**config.mk**
```make
export PLATFORM = sky130hd
export DESIGN_NAME = elevator_request_scheduler_unit
export DESIGN_NICKNAME = d
export VERILOG_FILES = /design/src/hdl/ers_pkg.sv /design/src/hdl/elevator_request_scheduler_unit.sv /design/src/hdl/ers_ctl.sv /design/src/hdl/ers_dp.sv
export VERILOG_INCLUDE_DIRS = /design/src /design/src/hdl
export SDC_FILE = /design/constraint.sdc
export NUM_CORES = 1
export LEC_CHECK = 0
export BUFFER_PORTS_ARGS = -buffer_cell sky130_fd_sc_hd__buf_4
export CAP_MARGIN = 20
export CORE_MARGIN = 2
export CORE_UTILIZATION = 45
export DETAILED_ROUTE_END_ITERATION = 10
export PLACE_DENSITY = 0.67
export SLEW_MARGIN = 20
export SYNTH_ARGS = -nofsm -noshare
export SYNTH_HDL_FRONTEND = slang
export SYNTH_SLANG_ARGS = --single-unit
```
**constraint.sdc**
```tcl
create_clock -name i_clk -period 11.85 [get_ports i_clk]
set_clock_uncertainty 0.05 [all_clocks]
set_input_delay 0 -clock i_clk [delete_from_list [all_inputs] [get_ports i_clk]]
set_output_delay 0 -clock i_clk [all_outputs]
set_load 0.005 [all_outputs]
```
**src/hdl/assert_macros.svh**
```systemverilog
// ----------------------------------------------------------------------------
// Assertion macros
// Shared concurrent assertion forms used by the scheduler modules.
// ----------------------------------------------------------------------------
`ifndef ASSERT_MACROS_SVH
`define ASSERT_MACROS_SVH

// Same-cycle implication, disabled while reset is asserted.
`define ASSERT_SAME(lbl, clk, rst_n, ante, cons) \
    lbl: assert property (@(posedge clk) disable iff (!(rst_n)) (ante) |-> (cons)) \
        else $error("assertion failed");

// Next-cycle implication, disabled while reset is asserted.
`define ASSERT_NEXT(lbl, clk, rst_n, ante, cons) \
    lbl: assert property (@(posedge clk) disable iff (!(rst_n)) (ante) |=> (cons)) \
        else $error("assertion failed");

`endif

```
**src/hdl/ers_pkg.sv**
```systemverilog
// ----------------------------------------------------------------------------
// ers_pkg
// Types, codes and scan helpers shared by the elevator request scheduler.
// ----------------------------------------------------------------------------
`default_nettype none

package ers_pkg;

    localparam int FLOORS  = 16;
    localparam int FIDX_W  = $clog2(FLOORS);
    localparam int FLOOR_W = 4;

    typedef enum logic [1:0] {
        ACT_HALL       = 2'd0,
        ACT_CABIN      = 2'd1,
        ACT_ARRIVE     = 2'd2,
        ACT_BOARD_DONE = 2'd3
    } t_action;

    typedef enum logic [1:0] {
        DIR_HOLD = 2'd0,
        DIR_UP   = 2'd1,
        DIR_DN   = 2'd2
    } t_dir;

    typedef enum logic [1:0] {
        MODE_FREE     = 2'd0,
        MODE_MOVING   = 2'd1,
        MODE_BOARDING = 2'd2
    } t_mode;

    typedef enum logic [2:0] {
        CMD_NONE  = 3'd0,
        CMD_UP    = 3'd1,
        CMD_DOWN  = 3'd2,
        CMD_BOARD = 3'd3,
        CMD_IDLE  = 3'd4
    } t_command;

    typedef struct packed {
        logic [1:0]         action;
        logic [FLOOR_W-1:0] floor;
        logic               direction;
    } t_in;

    typedef struct packed {
        logic [2:0]         command;
        logic [FLOOR_W-1:0] current_floor;
        logic [FLOOR_W-1:0] target_floor;
        logic               target_valid;
    } t_out;

    typedef struct packed {
        logic upd;
        logic load;
        logic sel;
    } t_dp_cmd;

    typedef struct packed {
        logic need_sel;
    } t_dp_st;

    typedef struct packed {
        logic              found;
        logic [FIDX_W-1:0] idx;
    } t_pe;

    function automatic t_pe pe_lo(input logic [FLOORS-1:0] v);
        t_pe r;
        r = '0;
        for (int i = FLOORS - 1; i >= 0; i--) begin
            if (v[i]) begin
                r.found = 1'b1;
                r.idx   = FIDX_W'(i);
            end
        end
        return r;
    endfunction

    function automatic t_pe pe_hi(input logic [FLOORS-1:0] v);
        t_pe r;
        r = '0;
        for (int i = 0; i < FLOORS; i++) begin
            if (v[i]) begin
                r.found = 1'b1;
                r.idx   = FIDX_W'(i);
            end
        end
        return r;
    endfunction

    function automatic logic [FLOORS-1:0] mask_gt(input logic [FIDX_W-1:0] c);
        logic [FLOORS-1:0] m;
        for (int i = 0; i < FLOORS; i++) begin
            m[i] = (i > int'(c));
        end
        return m;
    endfunction

    function automatic logic [FLOORS-1:0] mask_lt(input logic [FIDX_W-1:0] c);
        logic [FLOORS-1:0] m;
        for (int i = 0; i < FLOORS; i++) begin
            m[i] = (i < int'(c));
        end
        return m;
    endfunction

endpackage

`default_nettype wire

```
**src/hdl/elevator_request_scheduler_unit.sv**
```systemverilog
// ----------------------------------------------------------------------------
// elevator_request_scheduler_unit
// Scan-style elevator dispatch: stores hall and cabin calls per floor and
// selects the next target floor and a move, board or idle command.
// ----------------------------------------------------------------------------
// Every input beat yields exactly one result beat. An accepted beat updates
// the request store or cabin floor in its acceptance cycle; the target scan
// (a set of priority encoders over the floor request vectors) then runs in
// state S_SEL and loads the result register once the output side can take
// it. No new beat is taken until that load, so one item is in flight at a
// time. A new beat is taken while an earlier result still waits at the
// output; the scan cycle stalls only until that result is taken.
`default_nettype none

module elevator_request_scheduler_unit
    import ers_pkg::*;
(
    input  wire logic i_clk,
    input  wire logic i_rst_n,
    input  wire logic i_in_valid,
    output logic      o_in_ready,
    input  wire t_in  i_in_data,
    output logic      o_out_valid,
    input  wire logic i_out_ready,
    output t_out      o_out_data
);

    t_dp_cmd dp_cmd;
    t_dp_st  dp_st;

    ers_ctl u_ctl (
        .i_clk       (i_clk),
        .i_rst_n     (i_rst_n),
        .i_in_valid  (i_in_valid),
        .o_in_ready  (o_in_ready),
        .o_out_valid (o_out_valid),
        .i_out_ready (i_out_ready),
        .i_st        (dp_st),
        .o_cmd       (dp_cmd)
    );

    ers_dp u_dp (
        .i_clk   (i_clk),
        .i_rst_n (i_rst_n),
        .i_in    (i_in_data),
        .i_cmd   (dp_cmd),
        .o_st    (dp_st),
        .o_out   (o_out_data)
    );

endmodule

`default_nettype wire

```
**src/hdl/ers_ctl.sv**
```systemverilog
// ----------------------------------------------------------------------------
// ers_ctl
// Sequencer: takes one beat, runs the selection step, holds the result beat.
// ----------------------------------------------------------------------------
`default_nettype none
`include "assert_macros.svh"

module ers_ctl
    import ers_pkg::*;
(
    input  wire logic    i_clk,
    input  wire logic    i_rst_n,
    input  wire logic    i_in_valid,
    output logic         o_in_ready,
    output logic         o_out_valid,
    input  wire logic    i_out_ready,
    input  wire t_dp_st  i_st,
    output t_dp_cmd      o_cmd
);

    typedef enum logic {
        S_IDLE,
        S_SEL
    } t_state;

    t_state r_state;
    logic   r_sel;
    logic   r_out_valid;
    logic   accept;

    assign o_in_ready  = (r_state == S_IDLE);
    assign o_out_valid = r_out_valid;
    assign accept      = i_in_valid && o_in_ready;

    always_comb begin
        o_cmd.upd  = accept;
        o_cmd.load = (r_state == S_SEL) && (!r_out_valid || i_out_ready);
        o_cmd.sel  = r_sel;
    end

    always_ff @(posedge i_clk) begin
        if (!i_rst_n) begin
            r_state     <= S_IDLE;
            r_sel       <= 1'b0;
            r_out_valid <= 1'b0;
        end else begin
            if (r_out_valid && i_out_ready) begin
                r_out_valid <= 1'b0;
            end
            case (r_state)
                S_IDLE: begin
                    if (accept) begin
                        r_sel   <= i_st.need_sel;
                        r_state <= S_SEL;
                    end
                end
                S_SEL: begin
                    if (o_cmd.load) begin
                        r_out_valid <= 1'b1;
                        r_state     <= S_IDLE;
                    end
                end
                default: begin
                    r_state <= S_IDLE;
                end
            endcase
        end
    end

    `ASSERT_NEXT(a_one_item_in_flight, i_clk, i_rst_n, accept, !o_in_ready && !o_cmd.upd)
    `ASSERT_NEXT(a_load_shows_result, i_clk, i_rst_n, o_cmd.load, o_out_valid && o_in_ready)
    `ASSERT_SAME(a_no_load_on_accept, i_clk, i_rst_n, o_cmd.upd, !o_cmd.load)

endmodule

`default_nettype wire

```
**src/hdl/ers_dp.sv**
```systemverilog
// ----------------------------------------------------------------------------
// ers_dp
// Request store, cabin state, target scan by priority encoders, result register.
// ----------------------------------------------------------------------------
`default_nettype none
`include "assert_macros.svh"

module ers_dp
    import ers_pkg::*;
(
    input  wire logic    i_clk,
    input  wire logic    i_rst_n,
    input  wire t_in     i_in,
    input  wire t_dp_cmd i_cmd,
    output t_dp_st       o_st,
    output t_out         o_out
);

    logic [FLOORS-1:0] r_hall_up;
    logic [FLOORS-1:0] r_hall_dn;
    logic [FLOORS-1:0] r_cab;
    logic [FIDX_W-1:0] r_cur;
    t_dir              r_dir;
    t_mode             r_mode;
    t_out              r_out;

    logic [FLOORS-1:0] any_v;
    logic [FLOORS-1:0] up_v;
    logic [FLOORS-1:0] dn_v;
    logic [FLOORS-1:0] m_gt;
    logic [FLOORS-1:0] m_lt;
    logic              in_range;
    logic [FIDX_W-1:0] in_idx;

    t_pe               pa;
    t_pe               pb;
    t_pe               p1;
    t_pe               p2;
    t_pe               p3;
    logic              sel_found;
    logic [FIDX_W-1:0] sel_idx;

    t_out              n_out;
    t_dir              n_dir;
    t_mode             n_mode;
    logic              n_board;

    assign any_v    = r_cab | r_hall_up | r_hall_dn;
    assign up_v     = r_cab | r_hall_up;
    assign dn_v     = r_cab | r_hall_dn;
    assign m_gt     = mask_gt(r_cur);
    assign m_lt     = mask_lt(r_cur);
    assign in_range = (int'(i_in.floor) < FLOORS);
    assign in_idx   = i_in.floor[FIDX_W-1:0];

    assign o_st.need_sel = (i_in.action == ACT_BOARD_DONE)
                         || (in_range && ((i_in.action == ACT_ARRIVE) || (r_mode == MODE_FREE)));

    always_comb begin
        pa        = '0;
        pb        = '0;
        p1        = '0;
        p2        = '0;
        p3        = '0;
        sel_found = 1'b0;
        sel_idx   = '0;
        case (r_dir)
            DIR_UP: begin
                p1 = pe_lo(up_v & m_gt);
                p2 = pe_hi(any_v & ~m_lt);
                p3 = pe_hi(any_v & m_lt);
                if (up_v[r_cur]) begin
                    sel_found = 1'b1;
                    sel_idx   = r_cur;
                end else if (p1.found) begin
                    sel_found = 1'b1;
                    sel_idx   = p1.idx;
                end else if (p2.found) begin
                    sel_found = 1'b1;
                    sel_idx   = p2.idx;
                end else if (p3.found) begin
                    sel_found = 1'b1;
                    sel_idx   = p3.idx;
                end
            end
            DIR_DN: begin
                p1 = pe_hi(dn_v & m_lt);
                p2 = pe_lo(any_v & ~m_gt);
                p3 = pe_lo(any_v & m_gt);
                if (dn_v[r_cur]) begin
                    sel_found = 1'b1;
                    sel_idx   = r_cur;
                end else if (p1.found) begin
                    sel_found = 1'b1;
                    sel_idx   = p1.idx;
                end else if (p2.found) begin
                    sel_found = 1'b1;
                    sel_idx   = p2.idx;
                end else if (p3.found) begin
                    sel_found = 1'b1;
                    sel_idx   = p3.idx;
                end
            end
            default: begin
                pb = pe_hi(any_v & ~m_gt);
                pa = pe_lo(any_v & m_gt);
                if (pb.found && (!pa.found || ((r_cur - pb.idx) <= (pa.idx - r_cur)))) begin
                    sel_found = 1'b1;
                    sel_idx   = pb.idx;
                end else if (pa.found) begin
                    sel_found = 1'b1;
                    sel_idx   = pa.idx;
                end
            end
        endcase
    end

    always_comb begin
        n_out               = '0;
        n_out.command       = CMD_NONE;
        n_out.current_floor = FLOOR_W'(r_cur);
        n_dir               = r_dir;
        n_mode              = r_mode;
        n_board             = 1'b0;
        if (i_cmd.sel) begin
            if (!sel_found) begin
                n_out.command = CMD_IDLE;
                n_dir         = DIR_HOLD;
                n_mode        = MODE_FREE;
            end else begin
                n_out.target_floor = FLOOR_W'(sel_idx);
                n_out.target_valid = 1'b1;
                if (sel_idx == r_cur) begin
                    n_out.command = CMD_BOARD;
                    n_mode        = MODE_BOARDING;
                    n_board       = 1'b1;
                end else if (sel_idx > r_cur) begin
                    n_out.command = CMD_UP;
                    n_dir         = DIR_UP;
                    n_mode        = MODE_MOVING;
                end else begin
                    n_out.command = CMD_DOWN;
                    n_dir         = DIR_DN;
                    n_mode        = MODE_MOVING;
                end
            end
        end
    end

    always_ff @(posedge i_clk) begin
        if (!i_rst_n) begin
            r_hall_up <= '0;
            r_hall_dn <= '0;
            r_cab     <= '0;
            r_cur     <= '0;
            r_dir     <= DIR_HOLD;
            r_mode    <= MODE_FREE;
        end else begin
            if (i_cmd.upd && in_range) begin
                case (i_in.action)
                    ACT_HALL: begin
                        if (i_in.direction) begin
                            r_hall_dn[in_idx] <= 1'b1;
                        end else begin
                            r_hall_up[in_idx] <= 1'b1;
                        end
                    end
                    ACT_CABIN: begin
                        r_cab[in_idx] <= 1'b1;
                    end
                    ACT_ARRIVE: begin
                        r_cur <= in_idx;
                    end
                    default: begin
                    end
                endcase
            end
            if (i_cmd.load && i_cmd.sel) begin
                r_dir  <= n_dir;
                r_mode <= n_mode;
                if (n_board) begin
                    r_hall_up[r_cur] <= 1'b0;
                    r_hall_dn[r_cur] <= 1'b0;
                    r_cab[r_cur]     <= 1'b0;
                end
            end
        end
    end

    always_ff @(posedge i_clk) begin
        if (i_cmd.load) begin
            r_out <= n_out;
        end
    end

    assign o_out = r_out;

    `ASSERT_NEXT(a_board_clears_floor, i_clk, i_rst_n, i_cmd.load && n_board, !any_v[r_cur])
    `ASSERT_NEXT(a_idle_only_when_empty, i_clk, i_rst_n, i_cmd.load && i_cmd.sel && !sel_found, any_v == '0)
    `ASSERT_NEXT(a_no_select_no_target, i_clk, i_rst_n, i_cmd.load && !i_cmd.sel, o_out.command == CMD_NONE && !o_out.target_valid)

endmodule

`default_nettype wire

```
* Word-level counts from Yosys, hierarchy flattened
Index checks and enable logic that the tools add are counted.
W data, S select, Z words.
** Word-level totals
- Register bits after elaboration :: 71
- Word-level logic and storage cells :: 284
** Operators by class
- $add $sub $neg :: 2
- $lt $le $gt $ge :: 36
- Eq/ne operators :: 7
- Muxes and demuxes :: 185
- Bitwise logic cells :: 19
- Reductions and logical operators :: 21
** Operators with widths (number)
- $mux W5 :: 120
- $mux W16 :: 17
- $and A16 B16 Y16 :: 7
- $or A16 B16 Y16 :: 6
- $mux W4 :: 10
- $and A16 B15 Y16 :: 2
- $gt A4 B4 Y1 const A :: 8
- $not A16 Y16 :: 2
- $lt A4 B4 Y1 const A :: 7
- $mux W1 :: 23
- $gt A3 B4 Y1 const A :: 4
- $lt A3 B4 Y1 const A :: 4
- $not A15 Y16 :: 1
- $mux W2 :: 6
- $lt A4 B5 Y1 const B :: 2
- $bmux W1 S4 :: 2
- $demux W1 S4 :: 2
- $ge A4 B1 Y1 const B :: 2
- $gt A2 B4 Y1 const A :: 2
- $lt A1 B4 Y1 const A :: 2
- $lt A2 B4 Y1 const A :: 2
- $pmux W4 S2 :: 1
- $reduce_and A2 Y1 :: 4
- $sub A4 B4 Y4 :: 2
- 16 further kinds :: 32

* Longest topological paths before layout
- Depth in word-level cells :: 32
- Depth in mapped cells :: 30
- Gate-level depth less buffers :: 25

* Cells and area by module
Synthesis repeated with hierarchy kept, for this count alone.
** Second synthesis, totals
- Cell total of the unflattened synthesis :: 739
- Area, all modules :: 5861.9 um^2
** By module, submodules not included
- ers_dp :: instances 1, cells an instance 724, area an instance 5718.0 um^2, sequential area each 1481.4 um^2
- ers_ctl :: instances 1, cells an instance 15, area an instance 143.9 um^2, sequential area each 60.1 um^2

* Worst setup path after synthesis
No wires, ideal clock.
- Kind :: register to register
- Start :: reg u_dp.r_cur[3]
- End :: reg u_dp.r_cab[1]
- Library setup time :: 0.135 ns
- Arrival :: 5.636 ns
- Required time :: 11.665 ns
- Path slack :: 6.029 ns
- Cell stages (with the launch flop) :: 29
- Buffers on the path :: 6
- Path through :: dfxtp_1 -> buf_6 -> buf_6 -> buf_2 -> buf_4 -> buf_2 -> buf_1 -> o22ai_1 -> a22oi_1 -> o21ai_0 -> a41oi_1 -> inv_1 -> ha_1 -> fa_1 -> ha_1 -> nor2b_1 -> o21a_1 -> o21a_1 -> o21ai_0 -> nor2_1 -> o21ai_0 -> and3_1 -> nor2_1 -> ha_1 -> nand4_1 -> a211oi_1 -> nand2_1 -> o41ai_1 -> nor2_1
** Between the ends
- Word-level cells in the longest chain between the ends :: 31
** RTL lines
- start, declared :: line ers_dp.sv:22 : logic [FIDX_W-1:0] r_cur;
- start signal, assigned :: line ers_dp.sv:172 : r_cur <= in_idx;
- $gt A4 B4 Y1 or $gt A1 B4 Y1 (tied branches) :: line ers_pkg.sv:95 : m[i] = (i > int'(c));
- $and A16 B16 Y16 or $not A16 Y16 (tied branches)
- $mux W5 or $and A16 B16 Y16 (tied branches) :: line ers_pkg.sv:72, ers_dp.sv:88, ers_dp.sv:105
- $mux W5 (on tied branches) (15 in series) :: line ers_pkg.sv:72, ers_pkg.sv:84
- $mux W5 :: line ers_dp.sv:67 : case (r_dir)
- $sub A4 B4 Y4 :: line ers_dp.sv:107 : if (pb.found && (!pa.found || ((r_cur - pb.idx) <= (pa.idx - r_cur)))) begin
- $le A4 B4 Y1 :: line ers_dp.sv:107
- $logic_or A1 B1 Y1 :: line ers_dp.sv:107
- (+2 left out)
- $pmux W4 S2 * :: line ers_dp.sv:67
- net u_dp.sel_idx[3] :: line ers_dp.sv:41 : logic [FIDX_W-1:0] sel_idx;
- $eq A4 B4 Y1 * :: line ers_dp.sv:133 : if (sel_idx == r_cur) begin
- $mux W1 * :: line ers_dp.sv:133
- $mux W1 * :: line ers_dp.sv:126 : if (!sel_found) begin
- $mux W1 * :: line ers_dp.sv:125 : if (i_cmd.sel) begin
- $mux W16 * :: line ers_dp.sv:181 : if (n_board) begin
- $mux W16 * :: line ers_dp.sv:178 : if (i_cmd.load && i_cmd.sel) begin
- end signal, assigned :: line ers_dp.sv:154 : r_cab <= '0;
- end signal, assigned by index :: line ers_dp.sv:169 : r_cab[in_idx] <= 1'b1;
- end signal, assigned by index :: line ers_dp.sv:184 : r_cab[r_cur] <= 1'b0;
- end, declared :: line ers_dp.sv:21 : logic [FLOORS-1:0] r_cab;
The timed path passes the listed nets; every way through them passes the cells marked *. The select of a mux whose other input is x is not followed.
A chain may end at the register's enable or synchronous reset.

* Worst setup path after layout
Same ends and word-level chain as after synthesis.

==> impl_metrics.yaml <==
yosys:
  synth_warnings: 0
  syn_avg_cell_area_sq_um: 7.77
  ys_ff_latch: 71
  synth_area_leaders: "dfxtp_1, nor2_1, a21oi_1, edfxtp_1, ha_1"
  synth-edff-count: 12
  synth_top_cell_area_share_pct: 19.9
  yosysUniqueCellTypes: 91
  synth_top_cell_by_area: "dfxtp_1"
  synth.most_common_cell: "nor2_1"
  syn_area_sq_mm: 0.00594
  async_reset_ff_share_pct: 0
  syn_inst: 765
  synth-seq-area-share_pct: 25.9
  syn_nets: 794
  synth_common_cells: "nor2_1, a21oi_1, dfxtp_1"
  ys.flop_type: "dfxtp_1"
finish:
  antenna_cells: 0
  fin_nets: 808
  areaGrowthSynthToFinish_pct: 10.5
  layout-drive-gt1-share_pct: 12.0
  final_cell_area_sq_mm: 0.00657
cts:
  clk_pin_slew_ns: 0.06
  clock-sinks: 71
  cts_setup_buffers: 0
  post_cts_resized: 0
  htree_levels: 3
  hold_buffers: 9
  cts_buffers: 9
  clock_latency_ns: 0.34
  cts_tree: "built"
  cts_root_buffer: "clkbuf_16"
  clockBufferDepth: 2
placement:
  place_hpwl_um: 17500
  port_buffers: 24
  place_area_sq_mm: 0.00617
  gp_congestion: 1.01
grt:
  grt_pass1_vias: 6094
  grt_max_degree: 64
  grt_first_pass_wirelength_um: 35700
  grt_overflow: 0
  grt_util_all_layers_pct: 32.5
  antenna_found_initial: 0
power_and_ir_drop:
  power_frac_clock_pct: 42.2
  powerDensity_mw_per_mm2: 97.3
  switching_share_pct: 28.8
  p_total_mw: 0.639
  leakage_nw: 2.50
  ir_drop_mv: 0.0954
  seqPwrFrac_pct: 39.7
  internal_power_mw: 0.455
  power_switching_mw: 0.184
  power_frac_comb_pct: 18.2
worst_setup_path:
  crit_cells: 24
  cpPeakStageDelay_ns: 0.69
  path_max_fanout: 63
  cp.arrival_ns: 7.53
  cp-start-kind: "register"
  worstSetupPathType: "reg2reg"
  crit_path_top_delay_cell: "nor2_1"
  crit_buf_inv: 3
  crit_family: "compound AO/OA/AOI/OAI gates"
  cp_common_cell: "nor2_1"
  cp_cell_sequence: "buf_4 > inv_1 > nor2_1 > a21oi_1 > o21ai_0 > a41oi_1 > inv_1 > ha_1 > fa_1 > ha_1 > nor2b_1 > o21a_1 > o21a_1 > o21ai_0 > nor2_1 > o21ai_0 > and3_1 > nor2_1 > ha_1 > nand4_1 > a211oi_1 > nand2_1 > o41ai_1 > nor2_1"
  required_ns: 12.01
  r2r_cells: 24
  end_kind: "register"
timing:
  maxSlewHeadroom_pct: 27.7
  fmax_mhz: 136
  worst_pin_slew_ns: 1.08
  setup_viol: 0
  rsz0062_at_grt: "no"
  hold_viol_final: 0
  setup-tns-final_ns: 0
  min_period_ns: 7.38
  finalCritPeriodShare_pct: 62.2
  drv_slew: 0
die:
  start_util_pct: 46.5
  die-area_sq_mm: 0.0141
  row_count: 41
  fp.dieW_um: 119
  io_pins: 25
  core_area_sq_mm: 0.0128
  die_y_um: 119
route:
  drt_iter0_markers: 915
  wl_um: 23000
  first_pass_iters: 6
  wl_per_cell_um: 24.1
  vias_per_cell: 6.89
  ant_nets: 0
  vias: 6588
  drc: 0
run_status:
  status: "complete, no violations"
min_path:
  whs_path_depth: 3
  min_path_type: "in2reg"
flow_run:
  cap_violations: 0
-- layer usage --
| layer | vias up | global-route usage [%] | wire [um] |
|---|---|---|---|
| li1 | 2957 | - | - |
| met5 | - | 0 | 0 |
| met2 | 378 | 48.9 | 9860 |
| met4 | 0 | 14.2 | 971 |
| met1 | 3189 | 47.1 | 10100 |
| met3 | 64 | 3.26 | 2050 |
-- power by group through the flow --
stage	logic, mW	clock network, mW	registers [mW]
final	0.116	0.269	0.253
after global routing	0.126	0.279	0.254
after CTS	0.113	0.271	0.253
after detailed placement	0.110	0	0.258
after global placement	0.109	0	0.258
after floorplan	0.0783	0	0.259
-- final timing paths --
kind / startpoint / to / slack, ns
setup reg to reg: u_dp.r_cur[3]$_SDFFE_PN0P_ / u_dp.r_cab[1]$_SDFF_PN0_ / 4.47
hold reg to reg: u_dp.r_hall_dn[1]$_SDFF_PN0_ / u_dp.r_hall_dn[1]$_SDFF_PN0_ / 0.44
hold / removal: i_rst_n / u_ctl.r_state$_SDFF_PN0_ / 0.02
setup / recovery: u_dp.r_cur[3]$_SDFFE_PN0P_ / u_dp.r_cab[1]$_SDFF_PN0_ / 4.47
-- placed cells by master, fill, tap and decap left out, drive strengths merged, types with 10 or more instances in the layout --
cell type	netlist	layout
nor2	131	131
a21oi	73	73
dfxtp	59	59
nand2	52	52
o21ai	42	42
buf	22	33
nor3	27	27
o22ai	25	25
inv	22	23
or3	16	16
ha	16	16
nand3	15	15
a31oi	13	13
nor2b	13	13
a22oi	13	13
edfxtp	12	12
o211ai	12	12
clkbuf	17	11
a211oi	10	10
-- worst reg2reg max path, delay by kind of cell, from the launching register on --
| kind | cells | cell delay [ns] |
|---|---|---|
| AOI/OAI and AO/OA | 9 | 2.53 |
| and+or+nand+nor | 8 | 1.87 |
| adders and majority gates | 4 | 1.24 |
| buffers and inverters | 3 | 1.23 |
| DFF | 1 | 0.31 |
-- sequential cells by signal, summed over array words and instances (netlist names) --
name,flops
u_dp.r_mode,2
u_dp.o_out,12
u_dp.r_hall_up,16
u_dp.r_cab,16
u_ctl.r_state,1
u_dp.r_cur,4
u_dp.r_hall_dn,16
u_ctl.o_out_valid,1
u_dp.r_dir,2
u_ctl.r_sel,1
-- final cells by class --
type                            count  area, sq um
Clock inverter                      5         38.8
Inverter                           22         82.6
Tap cell                          172          215
Sequential cell                    71         1550
Fill cell                        1250         6210
Timing Repair Buffer               42          338
Multi-Input combinational cell    633         4080
Clock buffer                       11          264
-- cells by family after synthesis --
group | count (synthesis) | synth area share [%]
AND/OR/NAND/NOR | 313 | 25.8
XOR/XNOR | 6 | 0.884
flip-flops | 71 | 25.9
adder cells (fa/ha/maj) | 18 | 4.04
buffers and inverters | 61 | 5.47
multiplexers | 16 | 4.38
AO/OA/AOI/OAI | 280 | 33.5
-- metrics by stage --
step	util (%)	hold WS, ns	cells	setup slack [ns]
final	51.4	0.0172	956	4.47
after global routing	51.4	0.0348	956	4.11
after CTS	51.3	0.00971	956	4.68
after detailed placement	48.3	0.241	931	4.73
after global placement	48.3	0.217	931	4.82
after floorplan	-	0.114	765	6.03
(Power assumes the default switching activity.)
